**src/rtl/core/prq_pkg.sv**
```systemverilog
// shared types and constants of the priority ready queue
`default_nettype none

package prq_pkg;

    // number of slots in the queue
    localparam int QUEUE_DEPTH = 16;
    // width of the occupancy count, holds zero up to the depth itself
    localparam int OCC_W = $clog2(QUEUE_DEPTH + 1);

    localparam int PID_W = 16;
    localparam int PRI_W = 8;
    localparam int OP_W = 2;
    localparam int ST_W = 2;
    localparam int IN_DATA_W = 32;
    localparam int OUT_DATA_W = 32;

    typedef logic [QUEUE_DEPTH-1:0] t_mask;
    typedef logic [OCC_W-1:0] t_occ;
    typedef logic [PID_W-1:0] t_pid;
    typedef logic [PRI_W-1:0] t_pri;

    // request opcodes
    typedef enum logic [OP_W-1:0] {
        OP_INSERT = 2'd0,
        OP_POP    = 2'd1,
        OP_REMOVE = 2'd2,
        OP_NOP    = 2'd3
    } t_op;

    // result status codes
    typedef enum logic [ST_W-1:0] {
        ST_OK   = 2'd0,
        ST_NONE = 2'd1,
        ST_FULL = 2'd2
    } t_status;

    // controller states
    typedef enum logic {
        S_IDLE,
        S_APPLY
    } t_state;

    // commands from controller to datapath
    typedef struct packed {
        logic latch;
        logic apply;
    } t_dp_cmd;

endpackage

`default_nettype wire

```
**src/rtl/core/prq_datapath.sv**
```systemverilog
// slot registers, parallel compare and shift, and result register of the queue
`default_nettype none

module prq_datapath (
    input  wire                       i_clk,
    input  wire                       i_rst_n,
    input  wire prq_pkg::t_dp_cmd     i_cmd,
    input  wire [prq_pkg::OP_W-1:0]   i_opcode,
    input  wire [prq_pkg::PID_W-1:0]  i_item_pid,
    input  wire [prq_pkg::PRI_W-1:0]  i_item_priority,
    output logic [prq_pkg::ST_W-1:0]  o_status,
    output logic [prq_pkg::PID_W-1:0] o_out_pid,
    output logic [prq_pkg::PRI_W-1:0] o_out_priority
);
    import prq_pkg::*;

    // slot storage, no reset: only slots below occupancy are ever used
    t_pid r_slot_pid [QUEUE_DEPTH];
    t_pri r_slot_pri [QUEUE_DEPTH];
    t_pid n_slot_pid [QUEUE_DEPTH];
    t_pri n_slot_pri [QUEUE_DEPTH];
    t_occ r_occ;
    t_occ n_occ;

    // latched request and compare flags
    t_op   r_op;
    t_pid  r_pid;
    t_pri  r_pri;
    t_mask r_le;
    t_mask r_hit;
    t_mask n_le;
    t_mask n_hit;

    // result register
    t_status r_status;
    t_pid    r_out_pid;
    t_pri    r_out_pri;
    t_status n_status;
    t_pid    n_out_pid;
    t_pri    n_out_pri;

    t_mask w_valid;
    t_mask w_match;
    t_mask w_after;
    logic  w_found;
    logic  w_full;

    // per-slot compare against the incoming word
    always_comb begin
        for (int k = 0; k < QUEUE_DEPTH; k++) begin
            w_valid[k] = r_occ > OCC_W'(k);
            n_le[k]    = w_valid[k] && (r_slot_pri[k] <= i_item_priority);
            w_match[k] = w_valid[k] && (r_slot_pid[k] == i_item_pid);
        end
        n_hit = '0;
        if (t_op'(i_opcode) == OP_POP) begin
            n_hit[0] = w_valid[0];
        end else if (t_op'(i_opcode) == OP_REMOVE) begin
            // first match from the head: no match in any lower slot
            for (int k = 0; k < QUEUE_DEPTH; k++) begin
                n_hit[k] = w_match[k] &&
                    !(|(w_match & t_mask'((t_mask'(1) << k) - t_mask'(1))));
            end
        end
    end

    // slots at or behind the removed one
    always_comb begin
        for (int k = 0; k < QUEUE_DEPTH; k++) begin
            w_after[k] = |(r_hit & t_mask'((t_mask'(1) << (k + 1)) - t_mask'(1)));
        end
    end

    assign w_found = |r_hit;
    assign w_full  = r_occ == OCC_W'(QUEUE_DEPTH);

    // next slot contents, occupancy and result
    always_comb begin
        n_slot_pid = r_slot_pid;
        n_slot_pri = r_slot_pri;
        n_occ      = r_occ;
        n_status   = ST_OK;
        n_out_pid  = '0;
        n_out_pri  = '0;
        unique case (r_op)
            OP_INSERT: begin
                if (w_full) begin
                    n_status = ST_FULL;
                end else begin
                    // slots past the insert point move one toward the tail
                    if (!r_le[0]) begin
                        n_slot_pid[0] = r_pid;
                        n_slot_pri[0] = r_pri;
                    end
                    for (int k = 1; k < QUEUE_DEPTH; k++) begin
                        if (!r_le[k]) begin
                            if (r_le[k-1]) begin
                                n_slot_pid[k] = r_pid;
                                n_slot_pri[k] = r_pri;
                            end else begin
                                n_slot_pid[k] = r_slot_pid[k-1];
                                n_slot_pri[k] = r_slot_pri[k-1];
                            end
                        end
                    end
                    n_occ = r_occ + OCC_W'(1);
                end
            end
            OP_POP, OP_REMOVE: begin
                if (w_found) begin
                    for (int k = 0; k < QUEUE_DEPTH; k++) begin
                        n_out_pid = n_out_pid | (r_hit[k] ? r_slot_pid[k] : '0);
                        n_out_pri = n_out_pri | (r_hit[k] ? r_slot_pri[k] : '0);
                    end
                    // close the gap toward the head
                    for (int k = 0; k < QUEUE_DEPTH - 1; k++) begin
                        if (w_after[k]) begin
                            n_slot_pid[k] = r_slot_pid[k+1];
                            n_slot_pri[k] = r_slot_pri[k+1];
                        end
                    end
                    n_occ = r_occ - OCC_W'(1);
                end else begin
                    n_status = ST_NONE;
                end
            end
            default: begin
                n_status = ST_OK;
            end
        endcase
    end

    // request and flag capture at accept
    always_ff @(posedge i_clk) begin
        if (i_cmd.latch) begin
            r_op  <= t_op'(i_opcode);
            r_pid <= i_item_pid;
            r_pri <= i_item_priority;
            r_le  <= n_le;
            r_hit <= n_hit;
        end
    end

    // slot update and result load
    always_ff @(posedge i_clk) begin
        if (i_cmd.apply) begin
            r_slot_pid <= n_slot_pid;
            r_slot_pri <= n_slot_pri;
            r_status   <= n_status;
            r_out_pid  <= n_out_pid;
            r_out_pri  <= n_out_pri;
        end
    end

    // occupancy count
    always_ff @(posedge i_clk) begin
        if (!i_rst_n) begin
            r_occ <= '0;
        end else if (i_cmd.apply) begin
            r_occ <= n_occ;
        end
    end

    assign o_status       = r_status;
    assign o_out_pid      = r_out_pid;
    assign o_out_priority = r_out_pri;

`ifndef SYNTHESIS
    a_occ_bound: assert property (@(posedge i_clk) disable iff (!i_rst_n)
        r_occ <= OCC_W'(QUEUE_DEPTH))
        else $error("occupancy beyond depth");
    a_hit_onehot: assert property (@(posedge i_clk) disable iff (!i_rst_n)
        i_cmd.apply |-> $onehot0(r_hit))
        else $error("more than one slot selected for removal");
    a_insert_count: assert property (@(posedge i_clk) disable iff (!i_rst_n)
        (i_cmd.apply && r_op == OP_INSERT && !w_full) |=>
            r_occ == $past(r_occ) + OCC_W'(1))
        else $error("insert did not grow occupancy");
`endif

endmodule

`default_nettype wire

```
**src/rtl/core/prq_ctrl.sv**
```systemverilog
// controller state machine of the priority ready queue
`default_nettype none

module prq_ctrl (
    input  wire               i_clk,
    input  wire               i_rst_n,
    input  wire               i_s_tvalid,
    input  wire               i_m_tready,
    output logic              o_s_tready,
    output logic              o_m_tvalid,
    output prq_pkg::t_dp_cmd  o_cmd
);
    import prq_pkg::*;

    t_state r_state;
    t_state n_state;
    logic   r_out_valid;
    logic   n_out_valid;
    logic   w_accept;
    logic   w_out_free;

    assign w_accept   = i_s_tvalid && (r_state == S_IDLE);
    assign w_out_free = !r_out_valid || i_m_tready;

    // next state
    always_comb begin
        n_state = r_state;
        unique case (r_state)
            S_IDLE: begin
                if (i_s_tvalid) begin
                    n_state = S_APPLY;
                end
            end
            S_APPLY: begin
                if (w_out_free) begin
                    n_state = S_IDLE;
                end
            end
            default: begin
                n_state = S_IDLE;
            end
        endcase
    end

    // outputs and datapath commands
    always_comb begin
        o_s_tready  = 1'b0;
        o_cmd.latch = 1'b0;
        o_cmd.apply = 1'b0;
        unique case (r_state)
            S_IDLE: begin
                o_s_tready  = 1'b1;
                o_cmd.latch = i_s_tvalid;
            end
            S_APPLY: begin
                o_cmd.apply = w_out_free;
            end
            default: begin
                o_s_tready = 1'b0;
            end
        endcase
    end

    // result word valid flag
    always_comb begin
        if (o_cmd.apply) begin
            n_out_valid = 1'b1;
        end else if (i_m_tready) begin
            n_out_valid = 1'b0;
        end else begin
            n_out_valid = r_out_valid;
        end
    end

    always_ff @(posedge i_clk) begin
        if (!i_rst_n) begin
            r_state     <= S_IDLE;
            r_out_valid <= 1'b0;
        end else begin
            r_state     <= n_state;
            r_out_valid <= n_out_valid;
        end
    end

    assign o_m_tvalid = r_out_valid;

`ifndef SYNTHESIS
    a_apply_free: assert property (@(posedge i_clk) disable iff (!i_rst_n)
        o_cmd.apply |-> w_out_free)
        else $error("result overwritten before it was taken");
    a_apply_valid: assert property (@(posedge i_clk) disable iff (!i_rst_n)
        o_cmd.apply |=> r_out_valid)
        else $error("result word not shown after apply");
    a_accept_apply: assert property (@(posedge i_clk) disable iff (!i_rst_n)
        w_accept |=> (r_state == S_APPLY && !o_s_tready))
        else $error("accepted word not followed by apply");
`endif

endmodule

`default_nettype wire

```
**src/rtl/core/priority_ready_queue.sv**
```systemverilog
// top level of the priority ready queue
// A sorted queue of up to 16 process entries (16-bit id, 8-bit priority),
// lowest priority value at the head and equal priorities in arrival order.
// Each input word is one request: insert, pop head, remove by id, or no
// operation, and gives exactly one result word (status, removed id and
// priority). A request is handled in a compare step, which checks every
// slot against the word in parallel, then an apply step, which shifts the
// slots and loads the result register. The next word is taken once the
// current one is applied; a result that waits stalls the apply step of the
// following word only, not its accept.
`default_nettype none

module priority_ready_queue (
    input  wire         i_clk,
    input  wire         i_rst_n,
    input  wire         s_axis_tvalid,
    output logic        s_axis_tready,
    // opcode [1:0], item_pid [17:2], item_priority [25:18], zero [31:26]
    input  wire  [31:0] s_axis_tdata,
    output logic        m_axis_tvalid,
    input  wire         m_axis_tready,
    // status [1:0], out_pid [17:2], out_priority [25:18], zero [31:26]
    output logic [31:0] m_axis_tdata
);
    import prq_pkg::*;

    t_dp_cmd    w_cmd;
    logic [ST_W-1:0]  w_status;
    logic [PID_W-1:0] w_out_pid;
    logic [PRI_W-1:0] w_out_pri;

    // control
    prq_ctrl u_ctrl (
        .i_clk      (i_clk),
        .i_rst_n    (i_rst_n),
        .i_s_tvalid (s_axis_tvalid),
        .i_m_tready (m_axis_tready),
        .o_s_tready (s_axis_tready),
        .o_m_tvalid (m_axis_tvalid),
        .o_cmd      (w_cmd)
    );

    // slots and result
    prq_datapath u_datapath (
        .i_clk           (i_clk),
        .i_rst_n         (i_rst_n),
        .i_cmd           (w_cmd),
        .i_opcode        (s_axis_tdata[1:0]),
        .i_item_pid      (s_axis_tdata[17:2]),
        .i_item_priority (s_axis_tdata[25:18]),
        .o_status        (w_status),
        .o_out_pid       (w_out_pid),
        .o_out_priority  (w_out_pri)
    );

    // result word packing
    assign m_axis_tdata = {6'd0, w_out_pri, w_out_pid, w_status};

endmodule

`default_nettype wire
```
**config.mk**
```make
export PLATFORM = sky130hd
export DESIGN_NAME = priority_ready_queue
export DESIGN_NICKNAME = d
export VERILOG_FILES = /design/src/rtl/core/prq_pkg.sv /design/src/rtl/core/prq_datapath.sv /design/src/rtl/core/prq_ctrl.sv /design/src/rtl/core/priority_ready_queue.sv
export SDC_FILE = /design/constraint.sdc
export NUM_CORES = 1
export LEC_CHECK = 0
export ABC_CLOCK_PERIOD_IN_PS = 7980
export BUFFER_PORTS_ARGS = -buffer_cell sky130_fd_sc_hd__buf_2
export CORE_MARGIN = 1
export CORE_UTILIZATION = 24
export DETAILED_ROUTE_END_ITERATION = 8
export MAX_ROUTING_LAYER = met4
export PLACE_DENSITY_LB_ADDON = 0.3
export SLEW_MARGIN = 10
export SYNTH_ARGS = -nofsm -noshare
export SYNTH_HDL_FRONTEND = slang
export SYNTH_SLANG_ARGS = --single-unit
```
**constraint.sdc**
```tcl
create_clock -name i_clk -period 7.98 [get_ports i_clk]
set_clock_uncertainty 0.1 [all_clocks]
set_input_delay 1.596 -clock i_clk [delete_from_list [all_inputs] [get_ports i_clk]]
set_output_delay 1.596 -clock i_clk [all_outputs]
set_load 0.005 [all_outputs]
```
==> summary.txt <==
status -> finished, final reports clean
Finished Layout Cells -> 4646
worst-margin pin slew -> 1240 ps
sequential share of the synthesized area -> 44.9%
crit end category -> flop
DR WL/cell -> 31.1 microns
Util after Layout -> 27.2%
slowest stage delay, CP -> 950 ps
P_leak -> 0.0127 uW
Sw Ratio -> 33.2%
Slew HR -> 17.3%
critical path class -> reg -> reg
area growth from synthesis to layout -> 12.1%
first-pass GRT wire length -> 198000 microns
clock power share -> 34.2%
die width -> 365 microns
Worst IR Drop VDD -> 0.000169 V
Root Buffer -> clkbuf_16
largest net degree at the start of global routing -> 264
post-route ant nets -> 0
max cap viols -> 0
Warnings, synthesis -> 0
placed cells -> 4546
die area -> 133000 sq um
gpl congestion -> 1.02
dpl ws -> 3200 ps
CP Cell Sequence -> inv_1 -> ha_1 -> nor4bb_4 -> buf_4 -> a2111o_1 -> a21o_1 -> buf_4 -> a211oi_4 -> buf_4
CTS resizes -> 0
P_sw -> 2500 uW
most used cell, CP -> buf_4
Worst EP required -> 8170 ps
hpwl dp -> 92600 microns
Max Freq -> 0.210 GHz
Worst setup SP type -> flop
Num Clock Sinks -> 475
Final setup viols -> 0
min Tclk post-route -> 4770 ps
mapped cell area -> 31600 sq um
Fin. Hold Viols -> 0
internal cell power -> 5030 uW
starting density of the core -> 24.3%
fraction of registers with async set/reset -> 0%
sequential power share -> 43.8%
share of layout cells above drive strength 1 -> 8.22%
nets -> 3030
number of synthesized register bits -> 475
Skew-Pair Late Insertion Delay -> 670 ps
Setup Fix Bufs, Post-CTS -> 0
Logic pwr share -> 22.0%
RSZ-0062 raised after global routing -> no
total number of vias -> 26.4k
mean post-synth cell area -> 10.7 sq um
Post-route DRC -> 0
initial drt markers -> 3898
routed wire length -> 144000 microns
H-Tree Depth -> 2
IO buf count -> 57
cell family with most CP delay -> compound AO/OA/AOI/OAI gates
Cells after Synth -> 2967
gr usage total -> 21.6%
WP data arrival -> 4960 ps
CP max stage cell -> a211oi_4
number of core rows -> 132
number of flops mapped to enable cells by yosys -> 468
Buf/Inv on CP -> 4
hold buffer count at cts -> 0
Core Region -> 130000 sq um
initial antenna violation count -> 14
vias in the first global route -> 24.3k
Final period util -> 59.8%
CP max FO -> 80
commonest non-fill, non-tap cell in the layout -> edfxtp_1
deepest clock path buffer count -> 3
Die Span Y -> 365 microns
Num CTS Buffers -> 53
Via density -> 5.69
synth unique cells -> 54
worst setup margin -> 3210 ps
Setup TNS -> 0 ps
IO Count -> 70
Top FF cell, synth -> edfxtp_1
Max Slew Vio Count -> 0
most frequent cells in the layout -> edfxtp_1 (468), nand2_1 (421), mux2i_1 (337)
TritonCTS clock tree -> done
first-pass iteration count of the detailed router -> 6
GRT Residual Overflow -> 0
power per cell area -> 213 nW/um^2
# fillers -> 13.8k
min-delay worst type -> reg -> reg
CTS clock-pin slew for the worst setup and hold paths -> 60 ps
-- metrics by stage --
stage	hold WS [ps]	cell area (sq um)	total power, uW
3_3_place_gp	459	33700	4920
6_report	487	35400	7530
4_1_cts	487	35400	7510
2_1_floorplan	380	31600	4260
3_5_place_dp	468	33700	4950
5_1_grt	526	35400	7740
-- cells in the mapped netlist (all sizes together) (26+ instances only) --
cell,n,area (sq um)
nor2,38,143
nor4,31,194
o21ai,49,245
a221oi,76,666
and3,33,206
inv,32,120
nand3,27,135
a22oi,57,428
a21oi,42,210
xor2,88,771
xnor2,170,1490
buf,78,358
nand2,421,1580
ha,135,1690
clkbuf,209,785
a31oi,26,163
nand4,58,363
mux2i,337,3370
o31ai,337,2530
edfxtp,468,14100
a22o,70,613
-- area by class of cell --
class | count | area, sq um | share of cell area [%]
multi-input cells | 2178 | 16400 | 46.4
well taps | 1742 | 2180 | 6.15
flip-flops and latches | 475 | 14200 | 40.1
inverters | 32 | 120 | 0.339
clock buffers | 71 | 1490 | 4.19
repair buffers | 119 | 776 | 2.19
clock inverters | 21 | 223 | 0.628
diodes | 8 | 20.0 | 0.0565
-- worst register-to-register path, stage by stage, from the launching register on --
cell and delay [ps]:
dfxtp_1 550, inv_1 120, ha_1 300, nor4bb_4 180, buf_4 450, a2111o_1 720, a21o_1 220, buf_4 260
a211oi_4 960, buf_4 560
-- sequential cells by signal, summed over array words and instances, names as in the netlist --
name	flops
u_datapath.r_slot_pri	128
u_ctrl.o_m_tvalid	1
u_datapath.r_op	2
u_datapath.o_out_pid	16
u_datapath.o_out_priority	8
u_datapath.r_pid	16
u_ctrl.r_state	1
u_datapath.r_le	16
u_datapath.r_pri	8
u_datapath.r_hit	16
u_datapath.r_occ	5
u_datapath.o_status	2
u_datapath.r_slot_pid	256
-- power by group through the flow --
stage	logic [uW]	clock network, uW	registers, uW
2_1_floorplan	1070	0	3190
3_3_place_gp	1590	0	3330
3_5_place_dp	1610	0	3330
4_1_cts	1620	2610	3280
5_1_grt	1750	2690	3300
6_report	1660	2580	3300
-- cells by family after synthesis --
kind of cell | count (synthesis) | synth area share [%]
compound gates | 730 | 17.1
xor+xnor | 258 | 7.15
fa+ha+maj | 135 | 5.34
buf+inv | 319 | 3.99
flops | 475 | 44.9
mux | 360 | 11.5
other cells | 1 | 0.0119
simple gates | 689 | 9.97
-- metal layers --
| metal | share of wire [%] | vias to the layer above | GRT usage [%] |
|---|---|---|---|
| met5 | 0 | - | - |
| met4 | 3.7 | 0 | 7.37 |
| met3 | 10 | 280 | 4.01 |
| met2 | 43 | 1676 | 31.5 |
| met1 | 43 | 13300 | 29.7 |
| li1 | - | 11100 | - |
-- final timing paths --
| check | startpoint | cells past startpoint | slack (ps) | endpoint |
|---|---|---|---|---|
| worst max-delay path | u_datapath.r_occ[0]$_SDFFE_PN0P_ | 9 | 3210 | u_datapath.r_slot_pid[108]$_DFFE_PP_ |
| worst min-delay path | u_ctrl.r_state$_SDFF_PN0_ | 1 | 490 | u_ctrl.o_m_tvalid$_SDFFE_PN0P_ |
| worst min register to register | u_ctrl.r_state$_SDFF_PN0_ | 1 | 490 | u_ctrl.o_m_tvalid$_SDFFE_PN0P_ |
| worst max register to register | u_datapath.r_occ[0]$_SDFFE_PN0P_ | 9 | 3210 | u_datapath.r_slot_pid[108]$_DFFE_PP_ |
(Power assumes the default switching activity.)
